`src/rtl/isc_pkg.sv`:
```
// Shared types and constants for the insertion sort block with operation counts.
// No dependencies; every other file in rtl/ imports this package.
package isc_pkg;

    // Field widths fixed by the data format
    localparam int VAL_W   = 32;
    localparam int CMP_W   = 11;
    localparam int MOV_W   = 12;
    localparam int TDATA_W = 56;   // value + comparisons + moves, padded to bytes

    typedef logic signed [VAL_W-1:0] val_t;
    typedef logic [CMP_W-1:0]        cmp_t;
    typedef logic [MOV_W-1:0]        mov_t;

    // Sequencer states
    typedef enum logic [1:0] {
        ST_LOAD,     // taking input beats, one insertion per cycle
        ST_SETTLE,   // last counts being accumulated
        ST_EMIT      // draining the chain out of cell 0
    } state_t;

    // Control broadcast to every cell
    typedef struct packed {
        logic ins;     // insert the broadcast value
        logic drain;   // shift every entry down by one place
    } cell_ctrl_t;

endpackage

```
`src/rtl/isc_cell.sv`:
```
// One cell of the insertion chain: holds one sorted entry and its valid bit.
// Depends on isc_pkg.
module isc_cell
    import isc_pkg::*;
(
    input  logic       aclk,
    input  logic       aresetn,
    input  cell_ctrl_t ctrl,
    input  val_t       new_value,
    input  logic       prev_valid,   // lower neighbor holds an entry
    input  logic       prev_gt,      // lower neighbor moves up on this insert
    input  val_t       prev_value,
    input  logic       next_valid,   // upper neighbor, used while draining
    input  val_t       next_value,
    output logic       valid,
    output logic       gt,
    output val_t       value
);

    logic valid_reg, valid_next;
    val_t value_reg, value_next;

    // Stored entry is strictly greater than the arriving key: it shifts up
    assign gt = valid_reg && (new_value < value_reg);

    // Next entry: take from below, take the key, or shift down on drain
    always_comb begin
        valid_next = valid_reg;
        value_next = value_reg;
        if (ctrl.drain) begin
            valid_next = next_valid;
            value_next = next_value;
        end else if (ctrl.ins) begin
            if (prev_gt) begin
                valid_next = 1'b1;
                value_next = prev_value;
            end else if (gt || (!valid_reg && prev_valid)) begin
                valid_next = 1'b1;
                value_next = new_value;
            end
        end
    end

    always_ff @(posedge aclk) begin
        if (!aresetn) begin
            valid_reg <= 1'b0;
        end else begin
            valid_reg <= valid_next;
        end
    end

    always_ff @(posedge aclk) begin
        value_reg <= value_next;
    end

    assign valid = valid_reg;
    assign value = value_reg;

endmodule

```
`config.mk`:
```
export PLATFORM = sky130hd
export DESIGN_NAME = isc_cell
export DESIGN_NICKNAME = d
export VERILOG_FILES = /design/src/rtl/isc_pkg.sv /design/src/rtl/isc_cell.sv
export SDC_FILE = /design/constraint.sdc
export NUM_CORES = 1
export LEC_CHECK = 0
export CAP_MARGIN = 15
export CELL_PAD_IN_SITES_DETAIL_PLACEMENT = 0
export CELL_PAD_IN_SITES_GLOBAL_PLACEMENT = 1
export CORE_MARGIN = 10
export CORE_UTILIZATION = 49
export CTS_CLUSTER_SIZE = 10
export DETAILED_ROUTE_END_ITERATION = 7
export DONT_BUFFER_PORTS = 1
export PLACE_DENSITY_LB_ADDON = 0.1
export SYNTH_ARGS = -nofsm -noshare
export SYNTH_HDL_FRONTEND = slang
export SYNTH_SLANG_ARGS = --single-unit
```
`constraint.sdc`:
```
create_clock -name aclk -period 5.3 [get_ports aclk]
set_input_delay 1.06 -clock aclk [delete_from_list [all_inputs] [get_ports aclk]]
set_output_delay 1.06 -clock aclk [all_outputs]
set_load 0.02 [all_outputs]
```
* Yosys cells after proc, flatten, opt, wreduce, memory -nomap -nowiden *
Cells that the tools add are included.

word-level totals
  input port bits = 103
  output and inout bits = 34
  memories = 0
  memory bits (read-only) = 0
  flip-flop bits (word level) = 33
  latch bits = 0
  bits in writable memories = 0
  logic and storage cells = 18

operators by class
  multiplexer cells = 8
  multipliers = 0
  div/mod/pow operators = 0
  eq/ne operators = 0
  $add $sub $neg = 0
  order comparisons = 1
  reductions and logical operators = 7
  bitwise logic cells = 0
  shift operators = 0

operators by type and width
  cell                         count
  32-bit 2-to-1 mux            4
  32-bit less-than comparator  1
  1-bit 2-to-1 mux             4
  3-bit nonzero test           1
  1-bit logical AND            2
  2-bit AND reduction          1
  2-bit nonzero test           1
  1-bit logical NOT            1
  1-bit logical OR             1

* Logic depth before layout (Yosys ltp) *
  word-level depth = 7
  depth in mapped cells = 8
  depth with buffers taken out = 8

* Worst setup path before layout *
Ideal clock, no wire load.

  path type = in2out
  from = input port new_value[5]
  to = output port gt
  path buffers = 0
  setup slack = 1.647 ns
  stages on the path = 7
  data arrival time = 2.593 ns
  required time = 4.240 ns
  path through = ha_1 -> a21o_1 -> a221oi_1 -> o31a_1 -> o21ai_2 -> a21oi_1 -> mux2i_1

on the way
  word-level cells in the longest chain between the ends = 2

RTL lines
  what                         RTL line        text
  start: declaration           isc_cell.sv:9   input val_t new_value,
  32-bit less-than comparator  isc_cell.sv:24  assign gt = valid_reg && (new_value < value_reg);
  1-bit logical AND            isc_cell.sv:24
  end: declaration             isc_cell.sv:16  output logic gt,

No other way between the ends.

* Worst setup path in the final report *
Ends and elaborated chain as after synthesis.

==> metrics.txt <==
Hold Vio Cnt, Final=0; CTS root buffer=clkbuf_8; first-pass GRT wire length=10,200 um; top cell type's share of synthesized area=38.1%; Post-synth EDFFs=32; number of global-route vias before repair=1,940; post-synth cell types=32; Die Area=0.00841 mm^2; Max-Slew Margin vs Limit=63.2%; register bit total from synthesis=33; PwrDens=263 mW/mm^2; Crit path required time=4.24 ns; Placed Instances=323; Avg Inst Size Synth=9.58 um^2; Final nets=394; Cell Rows=26; post-CTS resize count=0; PnR worst setup slack=1.46 ns; postcts setup bufs=0; Initial Util=50.0%; CTS H-tree lvls=2; diode count=0; worst-path fanout max=2; top cells by area, synth=edfxtp_1 (38%), ha_1 (15%), mux2i_1 (13%); Crit. End Element=primary output; Top Metal Used=met4; dpl cell area=0.00257 mm^2; fin crit period=3.84 ns; sequential share of the synthesized area=38.9%; grt ovf=0; Boundary Pins=137; WHS Endpoint=valid; asr flop ratio synth=0%; clock-pin slew on the worst setup and hold paths=0.07 ns; pre-CTS WS=1.43 ns; CTS sink count=33; initial antenna violation count=0; Setup TNS=0 ns; hold path cells=1; Leakage=1.22 nW; Clock Skew=0.00909 ns; Clock Power Share=26.0%; final cycle utilization of the critical path=72.4%; Int Power=0.475 mW; clock tree from TritonCTS=built; drt pass-1 iters=4; drt drc=0; Top FF cell, synth=edfxtp_1; status=finished clean; slowest CP cell=mux2i_1; Achievable Freq=261 MHz; max incr delay on CP=0.51 ns; post-detail-place hpwl=5080 um; Finished Core Util=52.6%; Worst-Skew Late Latency=0.29 ns; top post-synthesis cells by count=nand2_1 (47), o21ai_0 (37), inv_1 (34); HP Class=flop to flop; DR WL met2=2810 um; synth warn=0; Core ar.=0.00504 mm^2; gp weighted congestion=0.772; drt via density=5.43; worst reg2reg path startpoint=value[5]; R2R Path End=value[3]; max-slew violation count=0; max_cap viols=0; Synthesized Nets=397; Mapped Cells=263; most frequent cell after synthesis=nand2_1; antenna-violating nets left=0; Final Cell Area=0.00265 mm^2; Worst EP arrival=2.78 ns; Comb pwr share=19.6%; Die X=91.7 um; gr usage total=14.9%; startpoint types=input port; cell-by-cell listing of the critical path=ha_1 > a21o_1 > a221oi_1 > o31a_1 > o21ai_2 > a21oi_1 > mux2i_1; Die H=91.7 um; share of cells above drive strength 1=5.75%; Iteration-0 DRC Markers=53; Worst R2R Path Depth=9; hold_buf cts=0; Reg2Reg Setup Slack=2.42 ns; Total Wirelength=6310 um; non-filler cells in the finished layout=331; share of power burned in registers=54.4%; max FFs per register=32; Max clock buf depth=2; Net Sw Frac=31.8%; final setup vio count=0; CTS buffer count=5; Psw=0.222 mW; Peak VDD IR=0.129 mV; hold path start=valid; cell area after synthesis=0.00252 mm^2; largest net degree at the start of global routing=66; met3 routed WL=854 um; cell taking the most area after synthesis=edfxtp_1; Layout area overhead=5.21%; Vias=1,797; WL met1=2590 um; CP Class=input port to primary output; wire per inst=19.1 um; Worst-Margin Slew=0.536 ns; PortBufs=0; RSZ-0062 raised after global routing=false
-- kinds of logic after synthesis --
logic type      synth area share, %
simple gates                   10.3
mux                            13.1
flops                          38.9
compound gates                 15.4
fa+ha+maj                      15.4
buf+inv                        6.85
-- power groups by stage --
stage          clock (mW)  combinational, mW  sequential (mW)
2_1_floorplan           0              0.122            0.377
3_3_place_gp            0              0.135            0.386
3_5_place_dp            0              0.138            0.386
4_1_cts             0.191              0.138            0.380
5_1_grt             0.202              0.162            0.383
6_report            0.182              0.136            0.379
-- worst max path at each step --
stage / cells past startpoint / endpoint / slack, ns / from
CTS: 7 / gt / 1.42 / new_value[5]
global placement: 7 / gt / 1.48 / new_value[5]
floorplan: 7 / gt / 1.65 / new_value[5]
finish: 7 / gt / 1.46 / new_value[5]
detailed placement: 7 / gt / 1.43 / new_value[5]
global route: 7 / gt / 1.34 / new_value[5]
-- layout make-up --
cell class / instances / area [um^2]
fill: 500 / 2390
inverter: 34 / 128
clock buffer: 5 / 68.8
sequential: 33 / 981
tap: 70 / 87.6
clock inverter: 3 / 12.5
timing repair buffer: 1 / 7.51
multi-input combinational: 185 / 1370
-- critical path: cells and delay by family --
kind	cells	cell delay, ns
fa+ha+maj	1	0.28
compound gates	5	0.92
mux	1	0.51
-- metal layers --
layer	vias up	global-route usage, %
met5	-	0
met4	0	3.86
met3	5	8.31
met2	83	22.7
met1	779	17.9
li1	930	-
-- stage by stage --
stage	hold WS (ns)	total power, mW
3_5_place_dp	0.748	0.524
3_3_place_gp	0.753	0.521
2_1_floorplan	0.697	0.500
6_report	0.756	0.697
5_1_grt	0.808	0.747
4_1_cts	0.760	0.710
-- cell usage in the layout, fill, tap and decap left out, types with 2 or more instances in the layout --
cell,synthesis,layout
nor2_1,2,2
nand3_1,2,2
a21oi_1,11,11
clkinv_1,0,2
mux2i_1,33,33
edfxtp_1,32,32
a21o_1,2,2
ha_1,31,31
clkbuf_8,0,5
nor3_2,2,2
o21ai_0,37,37
inv_1,34,34
nand2_1,47,47
Power figures use the tool's default switching activity.
