===== src/rtl/isc_pkg.sv =====
// Shared types and constants for the insertion sort block with operation counts.
// No dependencies; every other file in rtl/ imports this package.
package isc_pkg;

    // Field widths fixed by the data format
    localparam int VAL_W   = 32;
    localparam int CMP_W   = 11;
    localparam int MOV_W   = 12;
    localparam int TDATA_W = 56;   // value + comparisons + moves, padded to bytes

    typedef logic signed [VAL_W-1:0] val_t;
    typedef logic [CMP_W-1:0]        cmp_t;
    typedef logic [MOV_W-1:0]        mov_t;

    // Sequencer states
    typedef enum logic [1:0] {
        ST_LOAD,     // taking input beats, one insertion per cycle
        ST_SETTLE,   // last counts being accumulated
        ST_EMIT      // draining the chain out of cell 0
    } state_t;

    // Control broadcast to every cell
    typedef struct packed {
        logic ins;     // insert the broadcast value
        logic drain;   // shift every entry down by one place
    } cell_ctrl_t;

endpackage


===== src/rtl/isc_count.sv =====
// Comparison and move counters: encodes the insert position from the cell
// compare flags, registers it, then accumulates the counts. Depends on isc_pkg.
module isc_count
    import isc_pkg::*;
#(
    parameter int MAX_ITEMS = 64
) (
    input  logic                           aclk,
    input  logic                           aresetn,
    input  logic                           ins,
    input  logic                           clear,
    input  logic [MAX_ITEMS-1:0]           gt_vec,
    input  logic [$clog2(MAX_ITEMS+1)-1:0] count,
    output cmp_t                           comparisons,
    output mov_t                           moves
);

    localparam int IW = $clog2(MAX_ITEMS);
    localparam int CW = $clog2(MAX_ITEMS + 1);

    logic [MAX_ITEMS-1:0] edge_vec;
    logic [IW-1:0]        pos_enc;
    logic [CW-1:0]        pos_reg, pos_next;
    logic [CW-1:0]        n_reg;
    logic [CW-1:0]        shifts;
    logic                 pend_reg, pend_next;
    cmp_t                 cmp_reg, cmp_next;
    mov_t                 mov_reg, mov_next;

    // Lowest shifting cell marks the insert position (flags are a thermometer)
    assign edge_vec = gt_vec & ~{gt_vec[MAX_ITEMS-2:0], 1'b0};

    always_comb begin
        pos_enc = '0;
        for (int i = 0; i < MAX_ITEMS; i++) begin
            if (edge_vec[i]) begin
                pos_enc = pos_enc | IW'(i);
            end
        end
        pos_next = (|edge_vec) ? CW'(pos_enc) : count;
    end

    // First item of a set costs nothing
    assign pend_next = ins && (count != '0);

    // Shifts = entries above the insert position; one extra compare unless
    // the scan ran off the bottom
    assign shifts = n_reg - pos_reg;

    always_comb begin
        cmp_next = cmp_reg;
        mov_next = mov_reg;
        if (clear) begin
            cmp_next = '0;
            mov_next = '0;
        end else if (pend_reg) begin
            cmp_next = cmp_reg + CMP_W'(shifts) + CMP_W'(pos_reg != '0);
            mov_next = mov_reg + MOV_W'(shifts) + MOV_W'(1);
        end
    end

    always_ff @(posedge aclk) begin
        if (!aresetn) begin
            pend_reg <= 1'b0;
            cmp_reg  <= '0;
            mov_reg  <= '0;
        end else begin
            pend_reg <= pend_next;
            cmp_reg  <= cmp_next;
            mov_reg  <= mov_next;
        end
    end

    always_ff @(posedge aclk) begin
        pos_reg <= pos_next;
        n_reg   <= count;
    end

    assign comparisons = cmp_reg;
    assign moves       = mov_reg;

endmodule


===== config.mk =====
export PLATFORM = sky130hd
export DESIGN_NAME = isc_count
export DESIGN_NICKNAME = d
export VERILOG_FILES = /design/src/rtl/isc_pkg.sv /design/src/rtl/isc_count.sv
export SDC_FILE = /design/constraint.sdc
export NUM_CORES = 1
export LEC_CHECK = 0
export BUFFER_PORTS_ARGS = -buffer_cell sky130_fd_sc_hd__buf_2
export CORE_ASPECT_RATIO = 0.8
export CORE_MARGIN = 2
export CORE_UTILIZATION = 45
export DETAILED_ROUTE_END_ITERATION = 10
export PLACE_DENSITY = 0.73
export SLEW_MARGIN = 10
export SYNTH_ARGS = -nofsm -noshare
export SYNTH_HDL_FRONTEND = slang
export SYNTH_SLANG_ARGS = --single-unit

===== constraint.sdc =====
create_clock -name aclk -period 6 [get_ports aclk]
set_clock_uncertainty 0.2 [all_clocks]
set_input_delay 0.3 -clock aclk [delete_from_list [all_inputs] [get_ports aclk]]
set_output_delay 0.3 -clock aclk [all_outputs]
set_load 0.02 [all_outputs]

==> Word-level counts from Yosys, hierarchy flattened <==
Index checks and enable logic that the tools add are counted.
{ "op_classes": {"mux": 68, "n_reduce_logical": 6, "bitwise": 3, "addsub": 5} }
{ "ops": {"columns": ["op", "n"], "rows": [
  ["6-bit 2-to-1 mux", 33],
  ["5-bit 2-to-1 mux", 16],
  ["64-bit AND", 1],
  ["64-bit inverter", 1],
  ["64-bit OR reduction", 1],
  ["4-bit 2-to-1 mux", 8],
  ["12-bit 2-to-1 mux", 2],
  ["11-bit 2-to-1 mux", 2],
  ["7-bit nonzero test", 2],
  ["12-bit by 1-bit adder with 12-bit output, second input constant", 1],
  ["12-bit by 7-bit adder with 12-bit output", 1],
  ["3-bit 2-to-1 mux", 4],
  ["11-bit by 1-bit adder with 11-bit output", 1],
  ["11-bit by 7-bit adder with 11-bit output", 1],
  ["7-bit subtractor", 1],
  ["2-bit 2-to-1 mux", 2],
  ["2-bit nonzero test", 1],
  ["2-bit OR reduction", 1],
  ["1-bit logical AND", 1],
  ["1-bit 2-to-1 mux", 1],
  ["1-bit inverter", 1]
]} }
{ "word_totals": {"register_bits": 38, "inputBits": 75, "output_inout_bits": 23, "wordCells": 88} }

==> Depth between registers and ports, before layout <==
{ "logic_depth": {"depth_word": 66, "depth_mapped": 16, "ltp_nobuf": 16} }

==> Worst setup path before layout <==
Ideal clock, no wire load.
{ "synth_path": {"kind": "reg-to-reg", "startpoint": "register pos_reg[0]", "endpoint": "register mov_reg[10] (netlist: moves[10])", "t_arrival_ns": 2.589, "path_slack_ns": 3.083, "required_ns": 5.672, "stages_incl_launch_ff": 15, "setup_time_ns": 0.128, "period_less_slack_ns": 2.917, "cell_sequence": "dfxtp_1 ha_1 inv_1 fa_1 a21oi_1 nor2_1 nor2_1 o21bai_1 a21oi_1 xnor2_1 ha_1 or3_1 o2111ai_1 xor2_1 nor2_1"} }
{ "synth_between": {"elab_chain_cells": 5} }
{ "synth_lines": {"columns": ["element", "line", "source"], "rows": [
  ["from (decl)", "isc_count.sv:23", "logic [CW-1:0] pos_reg, pos_next;"],
  ["from (signal assigned)", "isc_count.sv:75", "pos_reg <= pos_next;"],
  ["7-bit subtractor", "isc_count.sv:48", "assign shifts = n_reg - pos_reg;"],
  ["12-bit by 7-bit adder with 12-bit output", "isc_count.sv:58", "mov_next = mov_reg + MOV_W'(shifts) + MOV_W'(1);"],
  ["12-bit by 1-bit adder with 12-bit output", "isc_count.sv:58", null],
  ["12-bit 2-to-1 mux", "isc_count.sv:56", "end else if (pend_reg) begin"],
  ["12-bit 2-to-1 mux", "isc_count.sv:53", "if (clear) begin"],
  ["to (signal assigned)", "isc_count.sv:70", "mov_reg <= mov_next;"],
  ["to (decl)", "isc_count.sv:28", "mov_t mov_reg, mov_next;"]
]} }
No other way between the ends. The select of a mux whose other input is x is not followed.
A chain may end at the register's enable or synchronous reset.

==> Final worst setup path <==
{ "layout_path": {"startpoint": "register pos_reg[0]", "endpoint": "register mov_reg[8] (netlist: moves[8])"} }
The elaborated chain is that of the path after synthesis.

==> impl_results.md <==
* Maxcap violations at 0
* Total GRT Usage at 21.78%
* Hold Path Class: in2reg
* Area Growth Syn to Fin at 25.35%
* Crit path max fanout at 5
* Die height at 75.53 µm
* Synth top area share at a little over a quarter
* Layout net count at 552
* DP Area at 3446 µm²
* DR DRC count at 0
* Inserted Clock Buffers at 5
* Post-synth top area cell: dfxtp_1
* DR vias/cell at 5.373
* Initial antenna violation count at 0
* Layout cell share with drive strength beyond 1 at 26.15%
* Largest net degree at the start of global routing at 20
* Vias at 2896
* Placer Congestion at ~0.86
* Fin crit share at 52.31%
* Reg clk slew, reported paths at approximately 70 ps
* Min Tclk post-route at 3138 ps
* Worst-Margin Slew at ~850 ps
* #FFs+latches synth at 38
* Initial Util at 45.83%
* Clock sinks at 38
* Vias in the first global route at 2736
* Synth Cell Area at 2878 µm²
* Register area at approximately 760 µm²
* Peak supply drop at 0.00009054 V
* Ys async rst share at 0%
* Area contributors post-synth: dfxtp_1, ha_1, nand2b_1
* Max H-tree Level at 2
* Maximum clock rate at 318.6 MHz
* Count of pins over their slew limit at 0
* Post-DP HPWL at 6232 µm
* DRT Pass-1 Iters at 4
* Area of the multi-input gates at 1952 µm²
* PD cells at 167.1 nW/µm²
* Mapped Nets at 447
* Syn Inst Count at 349
* Fillcell total at 590
* Hold_ws at 78.77 ps
* Status: finished, final reports clean
* Post-Route WL at 7438 µm
* R2R Setup Slk at between 2000 and 3000 ps
* Req. time, crit path at a little under 6000 ps
* Synth cell types at just over 50
* Worst skew pair latency at 290 ps
* Yosys warnings at 0
* IO Count at 98
* Number of port buffers at just under 100
* Die footprint at 7054 µm²
* FP Rows at 26
* Syn avg cell area at 8.246 µm²
* Design Area, Final at between 3000 and 4000 µm²
* Initial drt markers at between 90 and 100
* Endpoints failing setup at 0
* Die Wd at 93.41 µm
* Clk root buf: clkbuf_8
* Grt ovf at 0
* Post-synthesis sequential area ratio at 26.43%
* Max reg flops at 12
* Slew HR at 43.28%
* Sum Neg Setup Slack at 0 ps
* Top cells by count, synth: dfxtp_1, inv_1, nor2_1, nand2b_1, nor2b_1
* CTS tree: done
* WL/cell at 13.80 µm
* Number of synthesized flops with an enable pin at 0
* Core area at ~6300 µm²
* Clk buf depth at 2
* LEAKAGE at 1.727 nW
* Setup CP Type: reg2reg
* RSZ-0062 raised after global routing: false
* First-pass GRT wire length at 12280 µm
* Ys flop type: dfxtp_1
* # resized after CTS at 0
* CP Launch Type: flip-flop
* Final hold vios at 0
* Diodes inserted at 0
* Worst Path Arrival at 3090 ps
* Routed Antenna Nets at 0
* Crit. End Element: flip-flop
## layer usage
metal | vias up | GRT usage, % | part of all wire [%] | routed length, µm
met2 | 93 | 37.09 | 44 | 3288
met5 | - | 0 | 0 | 0
met3 | 12 | 3.660 | 6.0 | 447
met4 | 0 | 4.902 | 1.5 | 108
li1 | 1464 | - | - | -
met1 | 1327 | 29.47 | 48 | 3593
## per-stage QoR
| stage | utilization, % | power [mW] | setup WS [ps] | std cells |
|---|---|---|---|---|
| after floorplan | - | 0.3676 | 3083 | 349 |
| after global placement | 54.88 | 0.4208 | 2897 | 524 |
| after detailed placement | 54.88 | 0.4228 | 2848 | 524 |
| after CTS | 57.45 | 0.6060 | 2835 | 539 |
| after global routing | 57.45 | 0.6368 | 2564 | 539 |
| final | 57.45 | 0.6026 | 2862 | 539 |
## cell families (layout without fill, tap and decap cells)
kind of cell	after synthesis	count (layout)	synth area share [%]
XOR/XNOR	19	19	5.783
AO/OA/AOI/OAI	72	72	17.52
flip-flops	38	38	26.43
buffers and inverters	44	150	5.739
AND/OR/NAND/NOR	142	142	29.44
adder cells (fa/ha/maj)	23	23	11.04
multiplexers	11	11	4.043
## cell usage in the layout, fill, tap and decap left out, drive strengths merged, types with 2 or more instances in the layout
cell,n
and3,3
mux2,5
a211oi,5
dfxtp,38
nand4,10
clkbuf,7
o21a,2
o311ai,2
nand3,3
a311oi,2
nand2b,23
o21ai,16
o211ai,5
a21oi,15
fa,4
o21bai,3
inv,38
nor2b,23
nor4,13
a21o,4
xor2,9
nor4b,3
o211a,2
nor3,11
a2111oi,2
and2b,4
and4,2
mux2i,6
buf,97
xnor2,10
or3,3
ha,19
dlygate4sd3,7
nor2,28
nand2,10
o2111ai,10
## timing repair
action,in CTS,in global routing
hold buffers,7,0
setup buffers,0,0
endpoints found under the hold margin,7,0
## layout make-up
class / instances / area share (%)
Timing Repair Buffer: 104 / 15.40
Clock buffer: 7 / 2.393
Tap cell: 84 / 2.914
Sequential cell: 38 / 21.09
Multi-Input combinational cell: 267 / 54.11
Clock inverter: 1 / 0.1387
Inverter: 38 / 3.954
## final timing paths
path                               start                      to  cells after the start
hold / removal                       ins     pend_reg$_SDFF_PN0_                      3
setup / recovery      pos_reg[0]$_DFF_P_   moves[8]$_SDFFE_PP0P_                     14
setup reg to reg      pos_reg[0]$_DFF_P_   moves[8]$_SDFFE_PP0P_                     14
hold reg to reg   moves[11]$_SDFFE_PP0P_  moves[11]$_SDFFE_PP0P_                      2
## power breakdown
group	total, mW	leakage (nW)	internal (mW)	switching (mW)
Combinational	0.157	1.37	0.0723	0.0851
Sequential	0.265	0.310	0.259	0.00633
Clock	0.180	0.0482	0.0927	0.0876
## critical path: stages, from the launching register on
cell       delay (ps)
dfxtp_1           340
ha_1              140
inv_1              50
fa_1              400
a21oi_1           160
nor2_1             50
nor2_1            150
o21bai_1           80
a21oi_1           170
xnor2_1           120
ha_1              230
or3_1             440
o2111ai_1         240
xor2_1            170
nor2_1             60
No activity file was read; power rests on OpenSTA's default activity.
